**src/design/nbc_pkg.sv**
```systemverilog
// ----------------------------------------------------------------------------
// nbc_pkg
// Shared types, codes, constants and the fixed-point log2 function of the
// categorical naive Bayes classifier.
// ----------------------------------------------------------------------------
package nbc_pkg;

  // Default sizing of the counter store.
  localparam int NUM_FEATURES_DEF = 16;
  localparam int NUM_VALUES_DEF   = 4;
  localparam int NUM_CLASSES_DEF  = 4;
  localparam int COUNT_BITS_DEF   = 16;

  // Widest argument of the log unit: a full-width count plus a small offset.
  localparam int LOG_ARG_W = 33;
  localparam int LOG_W     = 16;
  localparam int SCORE_W   = 22;

  localparam int CFG_W     = 5;
  localparam int CFG_IDX_W = 2;

  // Register indexes of the configuration port.
  localparam logic [CFG_IDX_W-1:0] REG_CLASSES  = 2'd0;
  localparam logic [CFG_IDX_W-1:0] REG_FEATURES = 2'd1;
  localparam logic [CFG_IDX_W-1:0] REG_VALUES   = 2'd2;
  // Index with no register behind it; a write there changes nothing.
  localparam logic [CFG_IDX_W-1:0] REG_UNUSED   = 2'd3;

  // Operation codes.
  localparam logic [1:0] OP_TRAIN   = 2'd0;
  localparam logic [1:0] OP_PREDICT = 2'd1;
  localparam logic [1:0] OP_CLEAR   = 2'd2;
  // Unassigned code; the block answers it with a zero result.
  localparam logic [1:0] OP_UNKNOWN = 2'd3;

  // Reset values of the configuration registers.
  localparam logic [2:0] CLASSES_RST  = 3'd2;
  localparam logic [4:0] FEATURES_RST = 5'd16;
  localparam logic [2:0] VALUES_RST   = 3'd3;

  typedef struct packed {
    logic [1:0]  operation;
    logic [1:0]  class_label;
    logic [31:0] feature_values;
  } in_item_t;

  typedef struct packed {
    logic [1:0] predicted_class;
    logic       label_matches;
  } out_result_t;

  // Strobes from the sequencer to the scoring datapath.
  typedef struct packed {
    logic prior_ld;
    logic denom_ld;
    logic rd_valid;
    logic class_done;
    logic first_class;
  } score_ctl_t;

  typedef enum logic [3:0] {
    S_CLEAR,
    S_IDLE,
    S_TR_CLS,
    S_TR_RD,
    S_TR_WR,
    S_PR_PRIOR,
    S_PR_DENOM,
    S_PR_ISSUE,
    S_PR_DRAIN,
    S_PR_CLASS,
    S_FIN
  } fsm_state_t;

  // round(2048 * log2(1 + m/32)) for the five bits below the leading one.
  localparam logic [10:0] FRAC_TABLE [32] = '{
    11'd0,    11'd91,   11'd179,  11'd265,  11'd348,  11'd429,  11'd508,  11'd585,
    11'd659,  11'd732,  11'd803,  11'd873,  11'd941,  11'd1007, 11'd1072, 11'd1136,
    11'd1198, 11'd1259, 11'd1319, 11'd1377, 11'd1435, 11'd1491, 11'd1546, 11'd1600,
    11'd1653, 11'd1706, 11'd1757, 11'd1808, 11'd1857, 11'd1906, 11'd1954, 11'd2001
  };

  // Unsigned Q5.11 log2, saturating at all ones. Zero maps to zero.
  function automatic logic [LOG_W-1:0] log2_q(input logic [LOG_ARG_W-1:0] x);
    logic [5:0]           p;
    logic [LOG_ARG_W+4:0] sh;
    logic [4:0]           m;
    logic [16:0]          r;
    p = '0;
    for (int i = 1; i < LOG_ARG_W; i++) begin
      if (x[i]) begin
        p = 6'(i);
      end
    end
    sh = {x, 5'b0} >> p;
    m  = sh[4:0];
    r  = {p, 11'b0} + 17'(FRAC_TABLE[m]);
    return r[16] ? {LOG_W{1'b1}} : r[LOG_W-1:0];
  endfunction

endpackage

```
**src/design/nbc_ram.sv**
```systemverilog
// ----------------------------------------------------------------------------
// nbc_ram
// Generic simple dual-port RAM: one write port, one read port, registered read.
// ----------------------------------------------------------------------------
module nbc_ram #(
  parameter int WIDTH = 16,
  parameter int DEPTH = 256
) (
  input  logic                     clk,
  input  logic                     we,
  input  logic [$clog2(DEPTH)-1:0] waddr,
  input  logic [WIDTH-1:0]         wdata,
  input  logic                     re,
  input  logic [$clog2(DEPTH)-1:0] raddr,
  output logic [WIDTH-1:0]         rdata
);

  logic [WIDTH-1:0] mem [DEPTH];

  always_ff @(posedge clk) begin
    if (we) begin
      mem[waddr] <= wdata;
    end
    if (re) begin
      rdata <= mem[raddr];
    end
  end

endmodule

```
**src/design/nbc_score.sv**
```systemverilog
// ----------------------------------------------------------------------------
// nbc_score
// Scoring datapath: log terms, per-class accumulator and the running best.
// ----------------------------------------------------------------------------
module nbc_score #(
  parameter int NUM_FEATURES = nbc_pkg::NUM_FEATURES_DEF,
  parameter int NUM_CLASSES  = nbc_pkg::NUM_CLASSES_DEF,
  parameter int COUNT_BITS   = nbc_pkg::COUNT_BITS_DEF
) (
  input  logic                           clk,
  input  logic                           rst_n,
  input  nbc_pkg::score_ctl_t            ctl,
  input  logic [$clog2(NUM_CLASSES)-1:0] cls,
  input  logic [nbc_pkg::LOG_ARG_W-1:0]  log_arg,
  input  logic [COUNT_BITS-1:0]          rdata,
  output logic                           busy,
  output logic [$clog2(NUM_CLASSES)-1:0] best_cls
);

  localparam int CLS_W = $clog2(NUM_CLASSES);
  localparam int LW    = nbc_pkg::LOG_W;
  localparam int ACC_W = LW + $clog2(NUM_FEATURES + 1) + 2;
  localparam int SW    = nbc_pkg::SCORE_W;

  localparam logic signed [ACC_W-1:0] SMAX = ACC_W'((64'sd1 <<< (SW - 1)) - 64'sd1);
  localparam logic signed [ACC_W-1:0] SMIN = ACC_W'(-(64'sd1 <<< (SW - 1)));

  logic [LW-1:0]          arg_log;
  logic [LW-1:0]          cnt_log;
  logic [LW-1:0]          denom_r;
  logic signed [LW:0]     term_r;
  logic                   term_v_r;
  logic signed [ACC_W-1:0] acc_r;
  logic signed [ACC_W-1:0] sat;
  logic signed [SW-1:0]   best_r;
  logic [CLS_W-1:0]       best_cls_r;

  assign arg_log = nbc_pkg::log2_q(log_arg);
  assign cnt_log = nbc_pkg::log2_q(nbc_pkg::LOG_ARG_W'(rdata) + 1'b1);

  always_comb begin
    if (acc_r > SMAX) begin
      sat = SMAX;
    end else if (acc_r < SMIN) begin
      sat = SMIN;
    end else begin
      sat = acc_r;
    end
  end

  always_ff @(posedge clk) begin
    if (!rst_n) begin
      term_v_r <= 1'b0;
    end else begin
      term_v_r <= ctl.rd_valid;
    end
  end

  always_ff @(posedge clk) begin
    if (ctl.denom_ld) begin
      denom_r <= arg_log;
    end
    if (ctl.rd_valid) begin
      term_r <= $signed({1'b0, cnt_log}) - $signed({1'b0, denom_r});
    end
    if (ctl.prior_ld) begin
      acc_r <= $signed({{(ACC_W - LW){1'b0}}, arg_log});
    end else if (term_v_r) begin
      acc_r <= acc_r + {{(ACC_W - LW - 1){term_r[LW]}}, term_r};
    end
    if (ctl.class_done && (ctl.first_class || $signed(sat[SW-1:0]) > best_r)) begin
      best_r     <= sat[SW-1:0];
      best_cls_r <= cls;
    end
  end

  assign busy     = term_v_r;
  assign best_cls = best_cls_r;

endmodule

```
**src/design/naive_bayes_categorical_classifier_core.sv**
```systemverilog
// ----------------------------------------------------------------------------
// naive_bayes_categorical_classifier_core
// Categorical naive Bayes engine with Laplace smoothing and counter memory.
// ----------------------------------------------------------------------------
// Items arrive on the in_ channel (valid/ready) and every item gives exactly
// one result transfer on the out_ channel. A train item bumps the class count
// and one counter per feature; a predict item scores every class in use and
// returns the best one; a clear item zeroes all counters.
// The per-(feature, value, class) counters live in one RAM with a
// registered read; the class counts sit in flip-flops.
// Work per item, in the order of the RAM accesses:
//   train   read then write back each feature counter,
//   predict per class: prior, denominator, one counter read per cycle
//           for each feature, drain and compare,
//   clear   one entry written per cycle over the whole RAM.
// One item is worked on at a time; in_ready is high only while idle.
// After reset the block sweeps all NUM_FEATURES*NUM_VALUES*NUM_CLASSES RAM
// entries (256 by default) to zero before it takes its first item;
// configuration writes are taken at any time.
// The result sits in an output register, so the next item is accepted while
// a result still waits; a stalled receiver holds the next result back.
module naive_bayes_categorical_classifier_core #(
  parameter int NUM_FEATURES = nbc_pkg::NUM_FEATURES_DEF,
  parameter int NUM_VALUES   = nbc_pkg::NUM_VALUES_DEF,
  parameter int NUM_CLASSES  = nbc_pkg::NUM_CLASSES_DEF,
  parameter int COUNT_BITS   = nbc_pkg::COUNT_BITS_DEF
) (
  input  logic                            clk,
  input  logic                            rst_n,
  input  logic                            in_valid,
  output logic                            in_ready,
  input  nbc_pkg::in_item_t               in_data,
  output logic                            out_valid,
  input  logic                            out_ready,
  output nbc_pkg::out_result_t            out_data,
  input  logic                            cfg_we,
  input  logic [nbc_pkg::CFG_IDX_W-1:0]   cfg_index,
  input  logic [nbc_pkg::CFG_W-1:0]       cfg_wdata
);

  localparam int DEPTH    = NUM_FEATURES * NUM_VALUES * NUM_CLASSES;
  localparam int ADDR_W   = $clog2(DEPTH);
  localparam int CLS_W    = $clog2(NUM_CLASSES);
  localparam int F_W      = (NUM_FEATURES > 1) ? $clog2(NUM_FEATURES) : 1;
  localparam int F_CNT_W  = $clog2(NUM_FEATURES + 1);
  localparam int V_W      = $clog2(NUM_VALUES);
  localparam int NC_W     = $clog2(NUM_CLASSES + 1);
  localparam int NV_W     = $clog2(NUM_VALUES + 1);
  localparam int LA_W     = nbc_pkg::LOG_ARG_W;

  nbc_pkg::fsm_state_t  state_r, state_nxt;

  logic [2:0]           classes_r;
  logic [4:0]           features_r;
  logic [2:0]           values_r;

  logic [1:0]           op_r;
  logic [1:0]           label_r;
  logic [31:0]          row_r;
  logic                 item_r;
  logic [F_CNT_W-1:0]   feat_r;
  logic [CLS_W-1:0]     cls_r;
  logic [ADDR_W-1:0]    clr_addr_r;
  logic                 rd_valid_r;
  logic [COUNT_BITS-1:0] class_cnt_r [NUM_CLASSES];

  logic                 out_valid_r;
  nbc_pkg::out_result_t out_r;

  // Effective register values after clamping.
  logic [NC_W-1:0]      nc_eff;
  logic [F_CNT_W-1:0]   nf_eff;
  logic [NV_W-1:0]      nv_eff;

  logic                 accept;
  logic                 out_free;
  logic                 label_ok;
  logic [CLS_W-1:0]     label_idx;
  logic                 last_feat;
  logic                 last_cls;
  logic [1:0]           v_raw;
  logic [31:0]          v_mod;
  logic [F_W-1:0]       feat_idx;
  logic [V_W-1:0]       val_idx;
  logic [ADDR_W-1:0]    cell_addr;
  logic [COUNT_BITS-1:0] cls_cnt;

  logic                 ram_we;
  logic [ADDR_W-1:0]    ram_waddr;
  logic [COUNT_BITS-1:0] ram_wdata;
  logic                 ram_re;
  logic [COUNT_BITS-1:0] ram_rdata;

  nbc_pkg::score_ctl_t  sc_ctl;
  logic [LA_W-1:0]      log_arg;
  logic                 sc_busy;
  logic [CLS_W-1:0]     best_cls;

  // Out-of-range register values are clamped into the usable range.
  always_comb begin
    if (classes_r == 3'd0) begin
      nc_eff = NC_W'(1);
    end else if (32'(classes_r) > NUM_CLASSES) begin
      nc_eff = NC_W'(NUM_CLASSES);
    end else begin
      nc_eff = NC_W'(classes_r);
    end
    if (32'(features_r) > NUM_FEATURES) begin
      nf_eff = F_CNT_W'(NUM_FEATURES);
    end else begin
      nf_eff = F_CNT_W'(features_r);
    end
    if (values_r == 3'd0) begin
      nv_eff = NV_W'(1);
    end else if (32'(values_r) > NUM_VALUES) begin
      nv_eff = NV_W'(NUM_VALUES);
    end else begin
      nv_eff = NV_W'(values_r);
    end
  end

  assign accept    = in_valid && in_ready;
  assign out_free  = !out_valid_r || out_ready;
  assign label_ok  = 32'(label_r) < 32'(nc_eff);
  assign label_idx = CLS_W'(label_r);
  assign last_feat = (32'(feat_r) + 32'd1) == 32'(nf_eff);
  assign last_cls  = (32'(cls_r) + 32'd1) == 32'(nc_eff);
  assign cls_cnt   = class_cnt_r[cls_r];

  // Feature value of the current feature; features past bit 31 read as zero,
  // and values past the value count wrap around.
  assign v_raw    = (32'(feat_r) < 32'd16) ? 2'(row_r >> {feat_r, 1'b0}) : 2'd0;
  assign v_mod    = (32'(v_raw) >= NUM_VALUES) ? 32'(v_raw) - 32'(NUM_VALUES) : 32'(v_raw);
  assign feat_idx = F_W'(feat_r);
  assign val_idx  = V_W'(v_mod);
  assign cell_addr = ADDR_W'((32'(feat_idx) * 32'(NUM_VALUES) + 32'(val_idx))
                             * 32'(NUM_CLASSES) + 32'(cls_r));

  // Next state.
  always_comb begin
    state_nxt = state_r;
    case (state_r)
      nbc_pkg::S_CLEAR: begin
        if (clr_addr_r == ADDR_W'(DEPTH - 1)) begin
          state_nxt = item_r ? nbc_pkg::S_FIN : nbc_pkg::S_IDLE;
        end
      end
      nbc_pkg::S_IDLE: begin
        if (in_valid) begin
          case (in_data.operation)
            nbc_pkg::OP_TRAIN:   state_nxt = nbc_pkg::S_TR_CLS;
            nbc_pkg::OP_PREDICT: state_nxt = nbc_pkg::S_PR_PRIOR;
            nbc_pkg::OP_CLEAR:   state_nxt = nbc_pkg::S_CLEAR;
            default:             state_nxt = nbc_pkg::S_FIN;
          endcase
        end
      end
      nbc_pkg::S_TR_CLS: begin
        state_nxt = (label_ok && nf_eff != '0) ? nbc_pkg::S_TR_RD : nbc_pkg::S_FIN;
      end
      nbc_pkg::S_TR_RD:    state_nxt = nbc_pkg::S_TR_WR;
      nbc_pkg::S_TR_WR:    state_nxt = last_feat ? nbc_pkg::S_FIN : nbc_pkg::S_TR_RD;
      nbc_pkg::S_PR_PRIOR: state_nxt = nbc_pkg::S_PR_DENOM;
      nbc_pkg::S_PR_DENOM: begin
        state_nxt = (nf_eff == '0) ? nbc_pkg::S_PR_DRAIN : nbc_pkg::S_PR_ISSUE;
      end
      nbc_pkg::S_PR_ISSUE: state_nxt = last_feat ? nbc_pkg::S_PR_DRAIN : nbc_pkg::S_PR_ISSUE;
      nbc_pkg::S_PR_DRAIN: begin
        if (!rd_valid_r && !sc_busy) begin
          state_nxt = nbc_pkg::S_PR_CLASS;
        end
      end
      nbc_pkg::S_PR_CLASS: state_nxt = last_cls ? nbc_pkg::S_FIN : nbc_pkg::S_PR_PRIOR;
      nbc_pkg::S_FIN: begin
        if (out_free) begin
          state_nxt = nbc_pkg::S_IDLE;
        end
      end
      default: state_nxt = nbc_pkg::S_IDLE;
    endcase
  end

  // Memory and datapath controls per state.
  always_comb begin
    in_ready  = 1'b0;
    ram_we    = 1'b0;
    ram_waddr = cell_addr;
    ram_wdata = '0;
    ram_re    = 1'b0;
    sc_ctl    = '0;
    sc_ctl.rd_valid    = rd_valid_r;
    sc_ctl.first_class = (cls_r == '0);
    log_arg   = LA_W'(cls_cnt) + LA_W'(1);
    case (state_r)
      nbc_pkg::S_CLEAR: begin
        ram_we    = 1'b1;
        ram_waddr = clr_addr_r;
      end
      nbc_pkg::S_IDLE:     in_ready = 1'b1;
      nbc_pkg::S_TR_RD:    ram_re = 1'b1;
      nbc_pkg::S_TR_WR: begin
        ram_we    = 1'b1;
        ram_wdata = (ram_rdata == '1) ? ram_rdata : ram_rdata + 1'b1;
      end
      nbc_pkg::S_PR_PRIOR: sc_ctl.prior_ld = 1'b1;
      nbc_pkg::S_PR_DENOM: begin
        sc_ctl.denom_ld = 1'b1;
        log_arg         = LA_W'(cls_cnt) + LA_W'(nv_eff);
      end
      nbc_pkg::S_PR_ISSUE: ram_re = 1'b1;
      nbc_pkg::S_PR_CLASS: sc_ctl.class_done = 1'b1;
      default: ;
    endcase
  end

  always_ff @(posedge clk) begin
    if (!rst_n) begin
      state_r     <= nbc_pkg::S_CLEAR;
      classes_r   <= nbc_pkg::CLASSES_RST;
      features_r  <= nbc_pkg::FEATURES_RST;
      values_r    <= nbc_pkg::VALUES_RST;
      item_r      <= 1'b0;
      clr_addr_r  <= '0;
      rd_valid_r  <= 1'b0;
      out_valid_r <= 1'b0;
      for (int i = 0; i < NUM_CLASSES; i++) begin
        class_cnt_r[i] <= '0;
      end
    end else begin
      state_r    <= state_nxt;
      rd_valid_r <= (state_r == nbc_pkg::S_PR_ISSUE);

      if (cfg_we) begin
        case (cfg_index)
          nbc_pkg::REG_CLASSES:  classes_r  <= cfg_wdata[2:0];
          nbc_pkg::REG_FEATURES: features_r <= cfg_wdata;
          nbc_pkg::REG_VALUES:   values_r   <= cfg_wdata[2:0];
          default: ;
        endcase
      end

      if (accept) begin
        item_r     <= 1'b1;
        clr_addr_r <= '0;
        if (in_data.operation == nbc_pkg::OP_CLEAR) begin
          for (int i = 0; i < NUM_CLASSES; i++) begin
            class_cnt_r[i] <= '0;
          end
        end
      end

      if (state_r == nbc_pkg::S_CLEAR) begin
        clr_addr_r <= clr_addr_r + 1'b1;
      end

      if (state_r == nbc_pkg::S_TR_CLS && label_ok &&
          class_cnt_r[label_idx] != '1) begin
        class_cnt_r[label_idx] <= class_cnt_r[label_idx] + 1'b1;
      end

      if (state_r == nbc_pkg::S_FIN && out_free) begin
        out_valid_r <= 1'b1;
        item_r      <= 1'b0;
      end else if (out_ready) begin
        out_valid_r <= 1'b0;
      end
    end
  end

  // Payload registers.
  always_ff @(posedge clk) begin
    if (accept) begin
      op_r    <= in_data.operation;
      label_r <= in_data.class_label;
      row_r   <= in_data.feature_values;
      cls_r   <= '0;
    end
    case (state_r)
      nbc_pkg::S_TR_CLS: begin
        cls_r  <= label_idx;
        feat_r <= '0;
      end
      nbc_pkg::S_TR_WR:    feat_r <= feat_r + 1'b1;
      nbc_pkg::S_PR_DENOM: feat_r <= '0;
      nbc_pkg::S_PR_ISSUE: feat_r <= feat_r + 1'b1;
      nbc_pkg::S_PR_CLASS: cls_r  <= cls_r + 1'b1;
      default: ;
    endcase
    if (state_r == nbc_pkg::S_FIN && out_free) begin
      if (op_r == nbc_pkg::OP_PREDICT) begin
        out_r.predicted_class <= 2'(best_cls);
        out_r.label_matches   <= (32'(best_cls) == 32'(label_r));
      end else begin
        out_r <= '0;
      end
    end
  end

  nbc_ram #(
    .WIDTH (COUNT_BITS),
    .DEPTH (DEPTH)
  ) u_cnt_ram (
    .clk   (clk),
    .we    (ram_we),
    .waddr (ram_waddr),
    .wdata (ram_wdata),
    .re    (ram_re),
    .raddr (cell_addr),
    .rdata (ram_rdata)
  );

  nbc_score #(
    .NUM_FEATURES (NUM_FEATURES),
    .NUM_CLASSES  (NUM_CLASSES),
    .COUNT_BITS   (COUNT_BITS)
  ) u_score (
    .clk      (clk),
    .rst_n    (rst_n),
    .ctl      (sc_ctl),
    .cls      (cls_r),
    .log_arg  (log_arg),
    .rdata    (ram_rdata),
    .busy     (sc_busy),
    .best_cls (best_cls)
  );

  assign out_valid = out_valid_r;
  assign out_data  = out_r;

endmodule
```
**config.mk**
```make
export PLATFORM = sky130hd
export DESIGN_NAME = naive_bayes_categorical_classifier_core
export DESIGN_NICKNAME = d
export VERILOG_FILES = /design/src/design/nbc_pkg.sv /design/src/design/nbc_ram.sv /design/src/design/nbc_score.sv /design/src/design/naive_bayes_categorical_classifier_core.sv
export SDC_FILE = /design/constraint.sdc
export NUM_CORES = 2
export LEC_CHECK = 0
export BUFFER_PORTS_ARGS = -buffer_cell sky130_fd_sc_hd__buf_2
export CAP_MARGIN = 20
export CORE_MARGIN = 5
export CORE_UTILIZATION = 60
export DETAILED_ROUTE_END_ITERATION = 8
export PLACE_DENSITY_LB_ADDON = 0.15
export SETUP_SLACK_MARGIN = 0.3
export SLEW_MARGIN = 20
export SYNTH_ARGS = -nofsm -noshare
export SYNTH_HDL_FRONTEND = slang
export SYNTH_MEMORY_MAX_BITS = 65536
export SYNTH_SLANG_ARGS = --single-unit
```
**constraint.sdc**
```tcl
create_clock -name clk -period 43.2 [get_ports clk]
set_input_delay 2.16 -clock clk [delete_from_list [all_inputs] [get_ports clk]]
set_output_delay 2.16 -clock clk [all_outputs]
set_load 0.1 [all_outputs]
```
==> results.json <==
{
  "root_buffer": "clkbuf_16",
  "htreeDepth": 5,
  "synthToLayoutAreaGrowth_pct": 11.7,
  "synthArstFlopShare_pct": 0,
  "die_w_um": 547,
  "ys_ff_latch": 4333,
  "fin_skew_ns": 0.0475,
  "clk_latency_ns": 0.96,
  "synthFlopType": "edfxtp_1",
  "worstSetupPathType": "reg2reg",
  "fp.dieH_um": 547,
  "clockPowerShare_pct": 44.1,
  "p_sw_uw": 1620,
  "vias_per_cell": 6.80,
  "syn_area_um2": 173000,
  "p_per_area_nw_per_um2": 42.9,
  "synth_cell_type_count": 103,
  "drive_gt1_share_pct": 29.5,
  "placed_cell_area_um2": 179000,
  "power_frac_comb_pct": 0.8,
  "layout_common_cells": "4295 x edfxtp_1, 1399 x mux4_2, 430 x clkbuf_16",
  "rows": 197,
  "hold_viol": 0,
  "end_kind": "register",
  "grt_pass1_wl_um": 616000,
  "drt_iter0_markers": 11906,
  "maxSlewHeadroom_pct": 23.7,
  "fp.dieArea_um2": 299000,
  "cp-startpoint": "u_cnt_ram.rdata[4]$_DFFE_PP_",
  "cpMaxStageDelayCell": "a21oi_1",
  "antenna_found_initial": 42,
  "p_leak_uw": 0.0588,
  "grt_pass1_vias": 84241,
  "port_buffers": 52,
  "worstHoldPathType": "reg2reg",
  "run_status": "finished clean",
  "postRouteWirelength_um": 427000,
  "postSynthCellCount": 7823,
  "synth_top_area_share_pct": 74.6,
  "post_cts_buffers": 0,
  "crit_path_start_kind": "register",
  "yosysSeqAreaShare_pct": 75.0,
  "drt-wirelength-per-cell_um": 34.5,
  "synth-edff-count": 4295,
  "postLayoutCellArea_um2": 193000,
  "path_clk_slew_ns": 0.06,
  "syn_area_per_cell_um2": 22.1,
  "drc": 0,
  "synth_warnings": 0,
  "grt_usage_pct": 28.7,
  "fmax_ghz": 0.107,
  "cp_max_fo": 12,
  "synth_fp_nets": 7968,
  "drv_slew": 0,
  "switching_share_pct": 19.5,
  "pwr-share-seq_pct": 55.1,
  "finalNetCount": 8371,
  "vias": 84180,
  "synth.area.top_cells": "edfxtp_1 75%, mux4_2 18%, nor2_1 1.0%, clkbuf_1 0.80%, ha_1 0.68%",
  "cts_buffer_depth": 4,
  "worstPathRequired_ns": 43.93,
  "arrival_ns": 10.04,
  "fillers": 17803,
  "rsz0062_at_grt": "no",
  "final_core_util_pct": 67.2,
  "cap_violations": 0,
  "tightest_slew_ns": 1.14,
  "mostFrequentLayoutCell": "edfxtp_1",
  "grt_overflow_total": 0,
  "drt_pass1_iterations": 6,
  "cts_hold_buffers": 0,
  "ios": 53,
  "hp-start": "values_r[0]$_SDFFE_PN1P_",
  "cts-buffers-inserted": 426,
  "reg2reg_from": "u_cnt_ram.rdata[4]$_DFFE_PP_",
  "peakVddDrop_v": 0.0000377,
  "clock-sinks": 4333,
  "final.min_clock_period_ns": 9.31,
  "start_util_pct": 60.2,
  "max_stage_delay_ns": 0.77,
  "final_antenna_net_count": 0,
  "finalSetupViolCount": 0,
  "finalCritPeriodShare_pct": 21.6,
  "post_cts_resize_count": 0,
  "core_um2": 287000,
  "critPathMostFrequentCell": "o21ai_0",
  "grt_start_max_net_pins": 193,
  "synth_top_area_cell": "edfxtp_1",
  "hpwl_um": 245000,
  "cts_tree": "yes",
  "gp_congestion": 0.869,
  "internal-power_uw": 6660,
  "fin_tns_setup_ns": 0
}
-- final timing paths --
kind,endpoint,slack [ns],cells past startpoint
max reg2reg,u_score.term_r[15]$_DFFE_PP_,33.89,30
min reg2reg,values_r[0]$_SDFFE_PN1P_,0.50,2
max,u_score.term_r[15]$_DFFE_PP_,33.89,30
min,values_r[0]$_SDFFE_PN1P_,0.50,2
-- area by class of cell --
type / count / area (um^2) / share of cell area [%]
Inverter: 113 / 424 / 0.220
Clock inverter: 258 / 2560 / 1.33
Timing Repair Buffer: 406 / 3090 / 1.60
Antenna cell: 25 / 62.6 / 0.0324
Clock buffer: 520 / 11100 / 5.77
Tap cell: 3781 / 4730 / 2.45
Multi-Input combinational cell: 2946 / 41500 / 21.5
Sequential cell: 4333 / 130000 / 67.1
-- layer usage --
layer	part of all wire, %	global-route usage (%)
met5	0.026	0
met4	3.2	8.48
met3	9.7	5.50
met2	48	44.8
met1	39	42.3
-- kinds of logic (layout without fill, tap and decap cells) --
logic type | Yosys count | in the layout | share of synthesized area (%)
AND/OR/NAND/NOR | 889 | 889 | 2.35
adder cells (fa/ha/maj) | 97 | 97 | 0.715
XOR/XNOR | 90 | 90 | 0.456
flip-flops | 4333 | 4333 | 75.0
AO/OA/AOI/OAI | 403 | 403 | 1.55
multiplexers | 1467 | 1467 | 18.7
other | 0 | 25 | 0
buffers and inverters | 544 | 1297 | 1.23
-- stage by stage --
| stage | hold slack, ns | total power, uW | instances | setup WS, ns |
|---|---|---|---|---|
| detailed placement | 0.483 | 4720 | 11577 | 34.20 |
| global route | 0.560 | 8520 | 12362 | 33.18 |
| global placement | 0.471 | 4720 | 11575 | 34.29 |
| floorplan | 0.445 | 4690 | 7823 | 28.97 |
| CTS | 0.498 | 8330 | 12355 | 34.17 |
| finish | 0.502 | 8280 | 12382 | 33.89 |
-- cell usage after synthesis (all sizes together), types with 15 or more instances --
library cell and count:
a211oi 22, a21o 24, a21oi 98, and2 17, and3 21, buf 62
clkbuf 369, dfxtp 38, edfxtp 4295, ha 94, inv 112, mux2 15
mux2i 50, mux4 1402, nand2 169, nand2b 18, nand3 49, nand3b 17
nand4 23, nor2 466, nor2b 19, nor3 32, o211ai 15, o21ai 93
o22ai 19, o31ai 16, xnor2 60, xor2 30
-- critical path, delay by kind of cell, from the launching register on --
kind,cells,cell delay (ns)
adder cells (fa/ha/maj),2,0.53
flip-flops,1,0.50
buffers and inverters,2,0.71
multiplexers,2,0.76
XOR/XNOR,1,0.45
AO/OA/AOI/OAI,16,4.25
AND/OR/NAND/NOR,7,1.87
-- power by group through the flow --
stage	Combinational (uW)	Sequential [uW]	Clock, uW
finish	69.2	4560	3650
global route	73.3	4560	3890
CTS	68.2	4560	3700
detailed placement	67.8	4650	0
global placement	66.3	4650	0
floorplan	41.4	4650	0
-- registers in the layout, indices dropped and copies added, names as in the netlist, 4 cells and up, named ones only --
| name | flops |
|---|---|
| class_cnt_r | 64 |
| clr_addr_r | 8 |
| feat_r | 5 |
| features_r | 5 |
| row_r | 32 |
| state_r | 4 |
| u_cnt_ram.mem | 4096 |
| u_cnt_ram.rdata | 16 |
| u_score.acc_r | 23 |
| u_score.best_r | 22 |
| u_score.denom_r | 16 |
| u_score.term_r | 17 |
(Power assumes the default switching activity.)
